File: config.mk
export PLATFORM = sky130hd
export DESIGN_NAME = utf8_stream_sanitizer
export DESIGN_NICKNAME = d
export VERILOG_FILES = /design/src/rtl/core/u8san_pkg.sv /design/src/rtl/core/u8san_front.sv /design/src/rtl/core/u8san_cmd_fifo.sv /design/src/rtl/core/u8san_back.sv /design/src/rtl/core/utf8_stream_sanitizer.sv
export SDC_FILE = /design/constraint.sdc
export NUM_CORES = 1
export LEC_CHECK = 0
export ABC_AREA = 1
export BUFFER_PORTS_ARGS = -buffer_cell sky130_fd_sc_hd__buf_4
export CORE_ASPECT_RATIO = 1.4
export CORE_UTILIZATION = 55
export DETAILED_ROUTE_END_ITERATION = 6
export PLACE_DENSITY = 0.67
export SYNTH_ARGS = -nofsm -noshare
export SYNTH_HDL_FRONTEND = slang
export SYNTH_SLANG_ARGS = --single-unit
File: constraint.sdc
create_clock -name clk -period 5.3 [get_ports clk]
set_input_delay 0.795 -clock clk [delete_from_list [all_inputs] [get_ports clk]]
set_output_delay 0.795 -clock clk [all_outputs]
set_load 0.03 [all_outputs]
File: src/rtl/core/u8san_pkg.sv
package u8san_pkg;

  // command queue between the classifier and the byte expander
  localparam int CMD_DEPTH = 4;  // power of two, pointers wrap
  localparam int CMD_AW    = $clog2(CMD_DEPTH);

  // bytes of an open multi-byte sequence that are kept back
  localparam int HELD_DEPTH = 3;

  localparam logic [7:0] BYTE_TAB   = 8'h09;
  localparam logic [7:0] BYTE_LF    = 8'h0A;
  localparam logic [7:0] BYTE_SPACE = 8'h20;

  // U+FFFD as UTF-8
  localparam logic [7:0] REP_B0 = 8'hEF;
  localparam logic [7:0] REP_B1 = 8'hBF;
  localparam logic [7:0] REP_B2 = 8'hBD;

  typedef logic [7:0] octet_t;

  // One command: rep_cnt replacement characters, then lit_cnt literal
  // bytes taken from lits[0] upward.
  typedef struct packed {
    logic [2:0]       rep_cnt;
    logic [2:0]       lit_cnt;
    logic [3:0][7:0]  lits;
  } cmd_t;

  // handshake between the command queue and its two users
  typedef struct packed {
    logic full;
    logic empty;
  } q_stat_t;

endpackage

File: src/rtl/core/u8san_front.sv
module u8san_front (
  input  logic              clk,
  input  logic              rst_n,
  input  logic              in_push,
  input  logic [7:0]        in_byte,
  input  logic              in_final,
  output logic              in_full,
  input  u8san_pkg::q_stat_t q_stat,
  output logic              cmd_push,
  output u8san_pkg::cmd_t   cmd
);
  import u8san_pkg::*;

  octet_t      held_r [HELD_DEPTH];
  logic [1:0]  held_cnt_r, held_cnt_nxt;
  logic [2:0]  seq_len_r, seq_len_nxt;

  logic        accept;
  logic        is_cont, is_plain, keep_plain;
  logic        lead2, lead3, lead4;
  logic        wr_en;
  logic [1:0]  wr_idx;

  assign in_full = q_stat.full;
  assign accept  = in_push && !q_stat.full;

  // byte classes
  assign is_cont    = (in_byte[7:6] == 2'b10);
  assign is_plain   = !in_byte[7];
  assign keep_plain = (in_byte == BYTE_TAB) || (in_byte == BYTE_LF) || (in_byte >= BYTE_SPACE);
  assign lead2      = (in_byte[7:5] == 3'b110);
  assign lead3      = (in_byte[7:4] == 4'b1110);
  assign lead4      = (in_byte[7:3] == 5'b11110);

  // build the command and the next hold state
  always_comb begin
    cmd          = '0;
    held_cnt_nxt = held_cnt_r;
    seq_len_nxt  = seq_len_r;
    wr_en        = 1'b0;
    wr_idx       = 2'd0;
    if ((held_cnt_r != 2'd0) && is_cont) begin
      if (({1'b0, held_cnt_r} + 3'd1) >= seq_len_r) begin
        // sequence complete: held bytes, then this one
        cmd.lit_cnt = {1'b0, held_cnt_r} + 3'd1;
        for (int k = 0; k < HELD_DEPTH; k++) begin
          cmd.lits[k] = (held_cnt_r > 2'(k)) ? held_r[k] : in_byte;
        end
        cmd.lits[3]  = in_byte;
        held_cnt_nxt = 2'd0;
        seq_len_nxt  = 3'd0;
      end else begin
        wr_en        = 1'b1;
        wr_idx       = held_cnt_r;
        held_cnt_nxt = held_cnt_r + 2'd1;
      end
    end else begin
      // a break flushes the hold, then the byte is taken fresh
      cmd.rep_cnt  = {1'b0, held_cnt_r};
      held_cnt_nxt = 2'd0;
      seq_len_nxt  = 3'd0;
      priority if (is_plain) begin
        cmd.lit_cnt = 3'd1;
        cmd.lits[0] = keep_plain ? in_byte : BYTE_SPACE;
      end else if (lead2 || lead3 || lead4) begin
        seq_len_nxt  = lead2 ? 3'd2 : (lead3 ? 3'd3 : 3'd4);
        held_cnt_nxt = 2'd1;
        wr_en        = 1'b1;
        wr_idx       = 2'd0;
      end else begin
        cmd.rep_cnt = cmd.rep_cnt + 3'd1;
      end
    end
    // end of stream flushes what is still held
    if (in_final && (held_cnt_nxt != 2'd0)) begin
      cmd.rep_cnt  = cmd.rep_cnt + {1'b0, held_cnt_nxt};
      held_cnt_nxt = 2'd0;
      seq_len_nxt  = 3'd0;
    end
  end

  assign cmd_push = accept && ((cmd.rep_cnt != 3'd0) || (cmd.lit_cnt != 3'd0));

  // hold state
  always_ff @(posedge clk) begin
    if (!rst_n) begin
      held_cnt_r <= 2'd0;
      seq_len_r  <= 3'd0;
    end else if (accept) begin
      held_cnt_r <= held_cnt_nxt;
      seq_len_r  <= seq_len_nxt;
    end
  end

  // held bytes, no reset
  always_ff @(posedge clk) begin
    if (accept && wr_en) begin
      held_r[wr_idx] <= in_byte;
    end
  end

endmodule

File: src/rtl/core/u8san_cmd_fifo.sv
module u8san_cmd_fifo (
  input  logic               clk,
  input  logic               rst_n,
  input  logic               push,
  input  u8san_pkg::cmd_t    wdata,
  input  logic               pop,
  output u8san_pkg::cmd_t    rdata,
  output u8san_pkg::q_stat_t stat
);
  import u8san_pkg::*;

  cmd_t               mem_r [CMD_DEPTH];
  logic [CMD_AW-1:0]  wr_ptr_r, rd_ptr_r;
  logic [CMD_AW:0]    cnt_r;
  logic               do_push, do_pop;

  assign stat.full  = (cnt_r == (CMD_AW+1)'(CMD_DEPTH));
  assign stat.empty = (cnt_r == '0);
  assign do_push    = push && !stat.full;
  assign do_pop     = pop && !stat.empty;
  assign rdata      = mem_r[rd_ptr_r];

  // pointers and fill count
  always_ff @(posedge clk) begin
    if (!rst_n) begin
      wr_ptr_r <= '0;
      rd_ptr_r <= '0;
      cnt_r    <= '0;
    end else begin
      if (do_push) wr_ptr_r <= wr_ptr_r + 1'b1;
      if (do_pop)  rd_ptr_r <= rd_ptr_r + 1'b1;
      unique case ({do_push, do_pop})
        2'b10:   cnt_r <= cnt_r + 1'b1;
        2'b01:   cnt_r <= cnt_r - 1'b1;
        default: cnt_r <= cnt_r;
      endcase
    end
  end

  // storage
  always_ff @(posedge clk) begin
    if (do_push) begin
      mem_r[wr_ptr_r] <= wdata;
    end
  end

endmodule

File: src/rtl/core/u8san_back.sv
module u8san_back (
  input  logic               clk,
  input  logic               rst_n,
  input  u8san_pkg::q_stat_t q_stat,
  input  u8san_pkg::cmd_t    q_rdata,
  output logic               q_pop,
  input  logic               out_pop,
  output logic               out_empty,
  output logic [7:0]         out_byte,
  output logic               out_run_end
);
  import u8san_pkg::*;

  // current command
  logic             cur_v_r, cur_v_nxt;
  logic [2:0]       rep_r, rep_nxt;
  logic [1:0]       ph_r, ph_nxt;
  logic [2:0]       lit_cnt_r, lit_cnt_nxt;
  logic [3:0][7:0]  lits_r, lits_nxt;

  // output word register
  logic             out_v_r;
  octet_t           out_byte_r;
  logic             out_end_r;

  logic             out_free, emit, last, load;
  octet_t           cur_byte;

  assign out_free = !out_v_r || out_pop;
  assign emit     = out_free && cur_v_r;
  assign last     = ((rep_r == 3'd1) && (ph_r == 2'd2) && (lit_cnt_r == 3'd0)) ||
                    ((rep_r == 3'd0) && (lit_cnt_r == 3'd1));
  assign load     = out_free && !q_stat.empty && (!cur_v_r || last);
  assign q_pop    = load;

  // byte at the head of the current command
  always_comb begin
    if (rep_r != 3'd0) begin
      unique case (ph_r)
        2'd0:    cur_byte = REP_B0;
        2'd1:    cur_byte = REP_B1;
        default: cur_byte = REP_B2;
      endcase
    end else begin
      cur_byte = lits_r[0];
    end
  end

  // step through the command, load the next one behind its last byte
  always_comb begin
    cur_v_nxt   = cur_v_r;
    rep_nxt     = rep_r;
    ph_nxt      = ph_r;
    lit_cnt_nxt = lit_cnt_r;
    lits_nxt    = lits_r;
    priority if (load) begin
      cur_v_nxt   = 1'b1;
      rep_nxt     = q_rdata.rep_cnt;
      ph_nxt      = 2'd0;
      lit_cnt_nxt = q_rdata.lit_cnt;
      lits_nxt    = q_rdata.lits;
    end else if (emit && last) begin
      cur_v_nxt = 1'b0;
    end else if (emit) begin
      if (rep_r != 3'd0) begin
        if (ph_r == 2'd2) begin
          ph_nxt  = 2'd0;
          rep_nxt = rep_r - 3'd1;
        end else begin
          ph_nxt = ph_r + 2'd1;
        end
      end else begin
        lits_nxt    = {8'h00, lits_r[3:1]};
        lit_cnt_nxt = lit_cnt_r - 3'd1;
      end
    end
  end

  // control
  always_ff @(posedge clk) begin
    if (!rst_n) begin
      cur_v_r <= 1'b0;
      out_v_r <= 1'b0;
    end else begin
      cur_v_r <= cur_v_nxt;
      if (emit) begin
        out_v_r <= 1'b1;
      end else if (out_pop) begin
        out_v_r <= 1'b0;
      end
    end
  end

  // payload
  always_ff @(posedge clk) begin
    rep_r     <= rep_nxt;
    ph_r      <= ph_nxt;
    lit_cnt_r <= lit_cnt_nxt;
    lits_r    <= lits_nxt;
    if (emit) begin
      out_byte_r <= cur_byte;
      out_end_r  <= last;
    end
  end

  assign out_empty   = !out_v_r;
  assign out_byte    = out_byte_r;
  assign out_run_end = out_end_r;

endmodule

File: src/rtl/core/utf8_stream_sanitizer.sv
// Path: an accepted input goes through the command queue, the current command and the output register.
// Throughput: one input word per cycle while the 4-entry command queue has room; the
//   output side moves one word per cycle while the receiver pops, and one input yields 0 to 12 output words.
// Reset: synchronous, active low; clears the hold count, the command queue and the
//   output register. Held sequence bytes are not cleared.
module utf8_stream_sanitizer (
  input  logic       clk,
  input  logic       rst_n,
  input  logic       in_push,
  input  logic [7:0] in_byte,
  input  logic       in_final,
  output logic       in_full,
  input  logic       out_pop,
  output logic       out_empty,
  output logic [7:0] out_byte,
  output logic       out_run_end
);
  import u8san_pkg::*;

  cmd_t    push_cmd, head_cmd;
  logic    cmd_push, cmd_pop;
  q_stat_t q_stat;

  // classify input words into commands
  u8san_front u_front (
    .clk      (clk),
    .rst_n    (rst_n),
    .in_push  (in_push),
    .in_byte  (in_byte),
    .in_final (in_final),
    .in_full  (in_full),
    .q_stat   (q_stat),
    .cmd_push (cmd_push),
    .cmd      (push_cmd)
  );

  // decouple the two sides
  u8san_cmd_fifo u_fifo (
    .clk   (clk),
    .rst_n (rst_n),
    .push  (cmd_push),
    .wdata (push_cmd),
    .pop   (cmd_pop),
    .rdata (head_cmd),
    .stat  (q_stat)
  );

  // expand commands into output words
  u8san_back u_back (
    .clk         (clk),
    .rst_n       (rst_n),
    .q_stat      (q_stat),
    .q_rdata     (head_cmd),
    .q_pop       (cmd_pop),
    .out_pop     (out_pop),
    .out_empty   (out_empty),
    .out_byte    (out_byte),
    .out_run_end (out_run_end)
  );

endmodule

==> flow_metrics.py, run 1 <==
metrics = {
    "placed_design": {
        "gp_congestion": 0.839,
        "place_inst": 1098,
        "dp_hpwl_um": 12600,
        "portBuffers": 23,
    },
    "job": {
        "cap_viol_max_count": 0,
    },
    "clocking": {
        "numCtsBuffers": 22,
        "cts_root_buf": "clkbuf_16",
        "htree_levels": 1,
        "ctsHoldBuffers": 0,
        "insertion_delay_ps": 500,
        "cts_resized": 0,
        "post_cts_buffers": 0,
        "clock-sinks": 241,
        "clockBufferDepth": 3,
        "cts_tree": "done",
        "clk_pin_slew_ps": 60,
    },
    "hold_path": {
        "hp-class": "reg -> reg",
        "whs_endpoint": "u_front.seq_len_r[2]",
        "min_from": "u_front.seq_len_r[2]",
        "worstHoldPathCells": 2,
    },
    "global_routing": {
        "grt_first_pass_wirelength_um": 32200,
        "grt_max_degree": 77,
        "antenna_found_initial": 0,
        "grt-ovfl-total": 0,
        "grt_usage": 0.225,
        "grt_pass1_vias": 6439,
    },
    "floorplan": {
        "die_height_um": 162,
        "dieArea_um2": 18900,
        "core_area_um2": 17900,
        "die_w_um": 116,
        "num_rows": 58,
        "ios": 24,
        "initial_core_util": 0.563,
    },
    "power_and_ir_drop": {
        "irDropWorstVdd_mv": 0.300,
        "p_leak_nw": 4.05,
        "pwr_density_cell_nw_per_um2": 517,
    },
    "critical_path": {
        "critPathBufInv": 4,
        "rrSetupSlack_ps": 650,
        "endpoint_kind": "register",
        "r2r_end": "u_fifo.cnt_r[2]",
        "cp_top_family": "adder cells",
        "cp_common_cell": "ha_1",
        "timing.rr.start": "u_front.held_cnt_r[1]",
        "cp_max_fo": 27,
        "crit_cells": 24,
        "critPathSlowestCell": "ha_1",
        "cp_slowest_stage_delay_ps": 510,
        "crit_type": "reg -> reg",
        "arrival_ps": 5030,
        "crit_chain": "buf_4, ha_1, ha_1, nand2_1, clkinv_1, nand2_1, nand2_1, nand2_4, nand3_4, inv_1, ha_1, fa_1, nand3_1, nand2_2, nor2_4, nand2_4, nand2_2, ha_1, inv_1, fa_1, a21oi_1, o21ai_0, o21ai_0, a21oi_1",
        "ff2ff_path_depth": 24,
        "start_kind": "register",
        "cp_data_required_time_ps": 5680,
    },
    "drt": {
        "avgRoutedWirePerCell_um": 18.1,
        "finalWirelength_um": 20500,
        "avgViaCountPerCell": 5.60,
        "postRouteAntennaNets": 0,
        "drt_iter0_markers": 492,
        "drc": 0,
        "dr.pass1.iters": 5,
        "vias": 6357,
    },
    "layout": {
        "utilization": 0.626,
        "final_cells": 1136,
        "antenna_cells": 0,
        "fin_nets": 915,
        "drive_above_1_share": 0.121,
        "fillers": 1401,
        "syn_to_final_growth_pct": 11.3,
    },
    "synthesis": {
        "ys_seq_area_frac": 0.700,
        "ys_top_cells_by_area": "edfxtp_1, nor2_1, o21ai_0",
        "ys_ff_latch": 241,
        "ys_top_cells_by_count": "edfxtp_1, nor2_1, o21ai_0",
        "synthDistinctLibCells": 38,
        "yosys_warnings": 0,
        "syn_inst": 860,
        "yosysTopAreaCellShare": 0.664,
        "ys_async_sr_fraction": 0,
        "yosys_most_used_dff": "edfxtp_1",
        "netlist_area_um2": 10100,
        "synth-edff-count": 223,
        "postSynthAreaPerCell_um2": 11.7,
        "synth.most_common_cell": "edfxtp_1",
        "yosysTopAreaCell": "edfxtp_1",
    },
    "status": {
        "status": "finished, final reports clean",
    },
    "sta": {
        "finalSetupTns_ps": 0,
        "slew_headroom": 0.255,
        "fmax_mhz": 215,
        "rsz0062_at_grt": "no",
        "finalCritPeriodShare": 0.877,
        "maxSlewViolCount": 0,
        "min_period_ps": 4650,
        "setup_viol": 0,
        "finClkSkew_ps": 13.4,
        "worst_pin_slew_ps": 1120,
        "finalHoldViolations": 0,
    },
}
[metal layers]
layer  global-route usage  up-vias  part of all wire
met3               0.0216       30             0.047
met4               0.0594        0             0.017
met2                0.417      173              0.54
met1                0.276     3125              0.40
met5                    0        -                 0
li1                     -     3029                 -
[worst max-delay path by stage]
stage                                     start                  to  slack (ps)
final                     u_front.held_cnt_r[1]     u_fifo.cnt_r[2]         650
after global routing      u_front.held_cnt_r[1]     u_fifo.cnt_r[2]         280
after CTS                 u_front.held_cnt_r[1]     u_fifo.cnt_r[2]         670
after detailed placement  u_front.held_cnt_r[1]     u_fifo.cnt_r[2]         690
after global placement    u_front.held_cnt_r[1]     u_fifo.cnt_r[2]         900
after floorplan           u_front.held_cnt_r[1]  u_fifo.mem_r[0][0]         440
[through the flow]
stage	hold WS [ps]	total power, mW	cell area, um^2	worst slack, ps
after detailed placement	466	4.31	10500	694
after floorplan	441	3.86	10100	443
after CTS	476	5.84	11200	674
after global routing	502	6.13	11200	283
final	471	5.81	11200	651
after global placement	449	4.24	10500	904
[layout by cell type, fill, tap and decap left out, drive strengths merged]
master and count:
ha 18, bufinv 2, edfxtp 223, inv 59, dfxtp 18, a31oi 25
o21ai 101, o22ai 11, xnor2 2, nor4 2, nor3 1, xor2 1
nor3b 1, a21oi 45, clkbuf 29, fa 2, nor2 222, nand2 55
or2 6, conb 4, mux2i 6, a41oi 1, clkinvlp 1, nand3 17
nand4 1, clkinv 8, buf 35
[sequential cells by signal (all words and copies together), names as in the netlist, 3 cells and up, named ones only]
name	count
u_fifo.mem_r	152
u_back.lits_r	32
u_front.held_r	24
u_back.out_byte	8
u_back.lit_cnt_r	3
u_back.rep_r	3
u_fifo.cnt_r	3
u_front.seq_len_r	3
[where the power goes]
part | switching [mW] | total [mW] | internal, mW
logic | 1.14 | 1.59 | 0.452
registers | 0.104 | 2.68 | 2.57
clock network | 0.652 | 1.54 | 0.890
[kinds of logic (layout without fill, tap and decap cells)]
kind of cell | Yosys count | count (layout) | share of synthesized area
AO/OA/AOI/OAI | 183 | 183 | 0.0960
XOR/XNOR | 3 | 3 | 0.00261
adder cells (fa/ha/maj) | 20 | 20 | 0.0263
buffers and inverters | 101 | 134 | 0.0412
flip-flops | 241 | 241 | 0.700
multiplexers | 6 | 6 | 0.00596
other | 1 | 4 | 0.000372
AND/OR/NAND/NOR | 305 | 305 | 0.128
[tightest hold or removal path, stage by stage (launching register included)]
cell and delay, ps:
dfxtp_1 310, nand2_1 60, a21oi_1 50
[final cells by class]
type	instances	area, um^2	share of cell area
Multi-Input combinational cell	521	2650	0.236
Tap cell	240	300	0.0268
Inverter	61	231	0.0206
Clock buffer	29	598	0.0533
Clock inverter	9	95.1	0.00847
Timing Repair Buffer	35	288	0.0256
Sequential cell	241	7060	0.629
No activity file was read; power rests on OpenSTA's default activity.
==> run 2: changes to the inputs <==
- MAX_ROUTING_LAYER: default -> met4
==> run 2 against run 1 <==
Against the previous run: fmax shrank 0.26%; register-to-register slack barely moved; combinational power is essentially flat; final cell count did not move; worst hold slack about the same; final area is the same; core utilization stayed put; clock-buffer cell count unchanged; total power about the same; non-clock buffer count unchanged; routed wire length decreased by 0.56%; sequential power hardly changed; largest power group unchanged.
==> flow_metrics.py, run 2 (same netlist as run 1, synthesis figures left out) <==
metrics = {
    "critical_path": {
        "cp-endpoint": "u_fifo.cnt_r[2]",
        "timing.rr.start": "u_front.held_cnt_r[1]",
        "cp_data_required_time_ps": 5680,
        "cp-startpoint": "u_front.held_cnt_r[1]",
        "critPathSlowestCell": "ha_1",
        "cp_common_cell": "ha_1",
        "crit_chain": "buf_4, ha_1, ha_1, nand2_1, clkinv_1, nand2_1, nand2_1, nand2_4, nand3_4, inv_1, ha_1, fa_1, nand3_1, nand2_2, nor2_4, nand2_4, nand2_2, ha_1, inv_1, fa_1, a21oi_1, o21ai_0, o21ai_0, a21oi_1",
        "cp_max_fo": 27,
        "arrival_ps": 5040,
        "ff2ff_path_depth": 24,
        "start_kind": "register",
        "rrSetupSlack_ps": 640,
        "cp_slowest_stage_delay_ps": 510,
        "endpoint_kind": "register",
        "crit_cells": 24,
        "critPathBufInv": 4,
        "cp_top_family": "adder cells",
        "r2r_end": "u_fifo.cnt_r[2]",
        "crit_type": "reg -> reg",
    },
    "power_and_ir_drop": {
        "pwr_density_cell_nw_per_um2": 517,
        "p_leak_nw": 4.05,
        "irDropWorstVdd_mv": 0.301,
    },
    "floorplan": {
        "die_w_um": 116,
        "dieArea_um2": 18900,
        "ios": 24,
        "core_area_um2": 17900,
        "initial_core_util": 0.563,
        "die_height_um": 162,
        "num_rows": 58,
    },
    "sta": {
        "finalSetupTns_ps": 0,
        "finalCritPeriodShare": 0.879,
        "maxSlewViolCount": 0,
        "min_period_ps": 4660,
        "worst_pin_slew_ps": 1110,
        "finClkSkew_ps": 11.5,
        "fmax_mhz": 215,
        "finalHoldViolations": 0,
        "rsz0062_at_grt": "no",
        "slew_headroom": 0.260,
        "setup_viol": 0,
    },
    "layout": {
        "largestRegisters": "u_fifo.mem_r: 152 flops, u_back.lits_r: 32 flops, u_front.held_r: 24 flops",
        "top_register": "u_fifo.mem_r",
        "syn_to_final_growth_pct": 11.3,
        "mostFrequentLayoutCell": "edfxtp_1",
        "fillers": 1401,
        "antenna_cells": 0,
        "final_cell_area_um2": 11200,
        "final_cell_mix": "edfxtp_1, nor2_1, o21ai_0",
        "drive_above_1_share": 0.121,
        "largest_register_ffs": 152,
        "utilization": 0.626,
        "fin_nets": 915,
    },
    "clocking": {
        "post_cts_buffers": 0,
        "cts_resized": 0,
        "clockBufferDepth": 3,
        "clock-sinks": 241,
        "clk_pin_slew_ps": 60,
        "numCtsBuffers": 22,
        "cts_root_buf": "clkbuf_16",
        "insertion_delay_ps": 500,
        "cts_tree": "done",
        "htree_levels": 1,
        "ctsHoldBuffers": 0,
    },
    "global_routing": {
        "grt_first_pass_wirelength_um": 32200,
        "grt_usage": 0.232,
        "antenna_found_initial": 0,
        "grt_pass1_vias": 6429,
        "grt_max_degree": 77,
        "grt-ovfl-total": 0,
    },
    "status": {
        "status": "finished, final reports clean",
    },
    "drt": {
        "avgRoutedWirePerCell_um": 18.0,
        "postRouteAntennaNets": 0,
        "avgViaCountPerCell": 5.52,
        "dr.pass1.iters": 5,
        "finalWirelength_um": 20400,
        "drc": 0,
        "drt_iter0_markers": 462,
        "vias": 6270,
    },
    "placed_design": {
        "dp_hpwl_um": 12600,
        "portBuffers": 23,
        "gp_congestion": 0.852,
        "dpl_cell_area_um2": 10500,
    },
    "job": {
        "cap_viol_max_count": 0,
    },
    "hold_path": {
        "hp-class": "reg -> reg",
    },
}
[run 2: cell counts in the layout (fill, tap and decap cells not counted)]
Identical to the previous run, type by type.
[run 2: how the worst min path moves through the flow]
stage | start | endpoint | cells past startpoint
6_report | u_front.seq_len_r[2] | u_front.seq_len_r[2] | 2
5_1_grt | in_byte[6] | u_front.held_r[0][6] | 1
4_1_cts | u_front.seq_len_r[2] | u_front.seq_len_r[2] | 2
2_1_floorplan | u_fifo.rd_ptr_r[1] | register | 2
3_3_place_gp | u_fifo.rd_ptr_r[1] | register | 2
3_5_place_dp | u_front.seq_len_r[2] | u_front.seq_len_r[2] | 2
[run 2: worst register-to-register path: stages, from the launching register on]
cell	delay [ps]
dfxtp_1	360
buf_4	230
ha_1	520
ha_1	350
nand2_1	70
clkinv_1	50
nand2_1	50
nand2_1	100
nand2_4	270
nand3_4	130
inv_1	100
ha_1	160
fa_1	420
nand3_1	120
nand2_2	110
nor2_4	120
nand2_4	80
nand2_2	200
ha_1	200
inv_1	70
fa_1	380
a21oi_1	140
o21ai_0	120
o21ai_0	180
a21oi_1	60
[run 2: metal layers]
layer  track usage  wire length, um
met5             -                0
met1         0.276             7890
met2         0.418            11000
met3        0.0216             1180
met4        0.0594              361
[run 2: where the power goes]
part | internal (mW) | switching [mW] | leakage, nW | total [mW]
Sequential | 2.57 | 0.104 | 2.20 | 2.68
Clock | 0.890 | 0.653 | 0.338 | 1.54
Combinational | 0.452 | 1.13 | 1.51 | 1.59
[run 2: cell type report]
class	count	area (um^2)	area share
flip-flops and latches	241	7060	0.629
repair buffers	35	288	0.0256
well taps	240	300	0.0268
clock inverters	9	95.1	0.00847
clock buffers	29	598	0.0533
inverters	61	231	0.0206
multi-input cells	521	2650	0.236
[run 2: per-stage QoR]
stage | power (mW) | std cells | hold slack, ps | setup WS (ps)
detailed placement | 4.31 | 1098 | 466 | 694
finish | 5.81 | 1136 | 472 | 639
floorplan | 3.86 | 863 | 441 | 443
global placement | 4.24 | 1098 | 449 | 904
CTS | 5.84 | 1136 | 476 | 674
global route | 6.13 | 1136 | 502 | 279
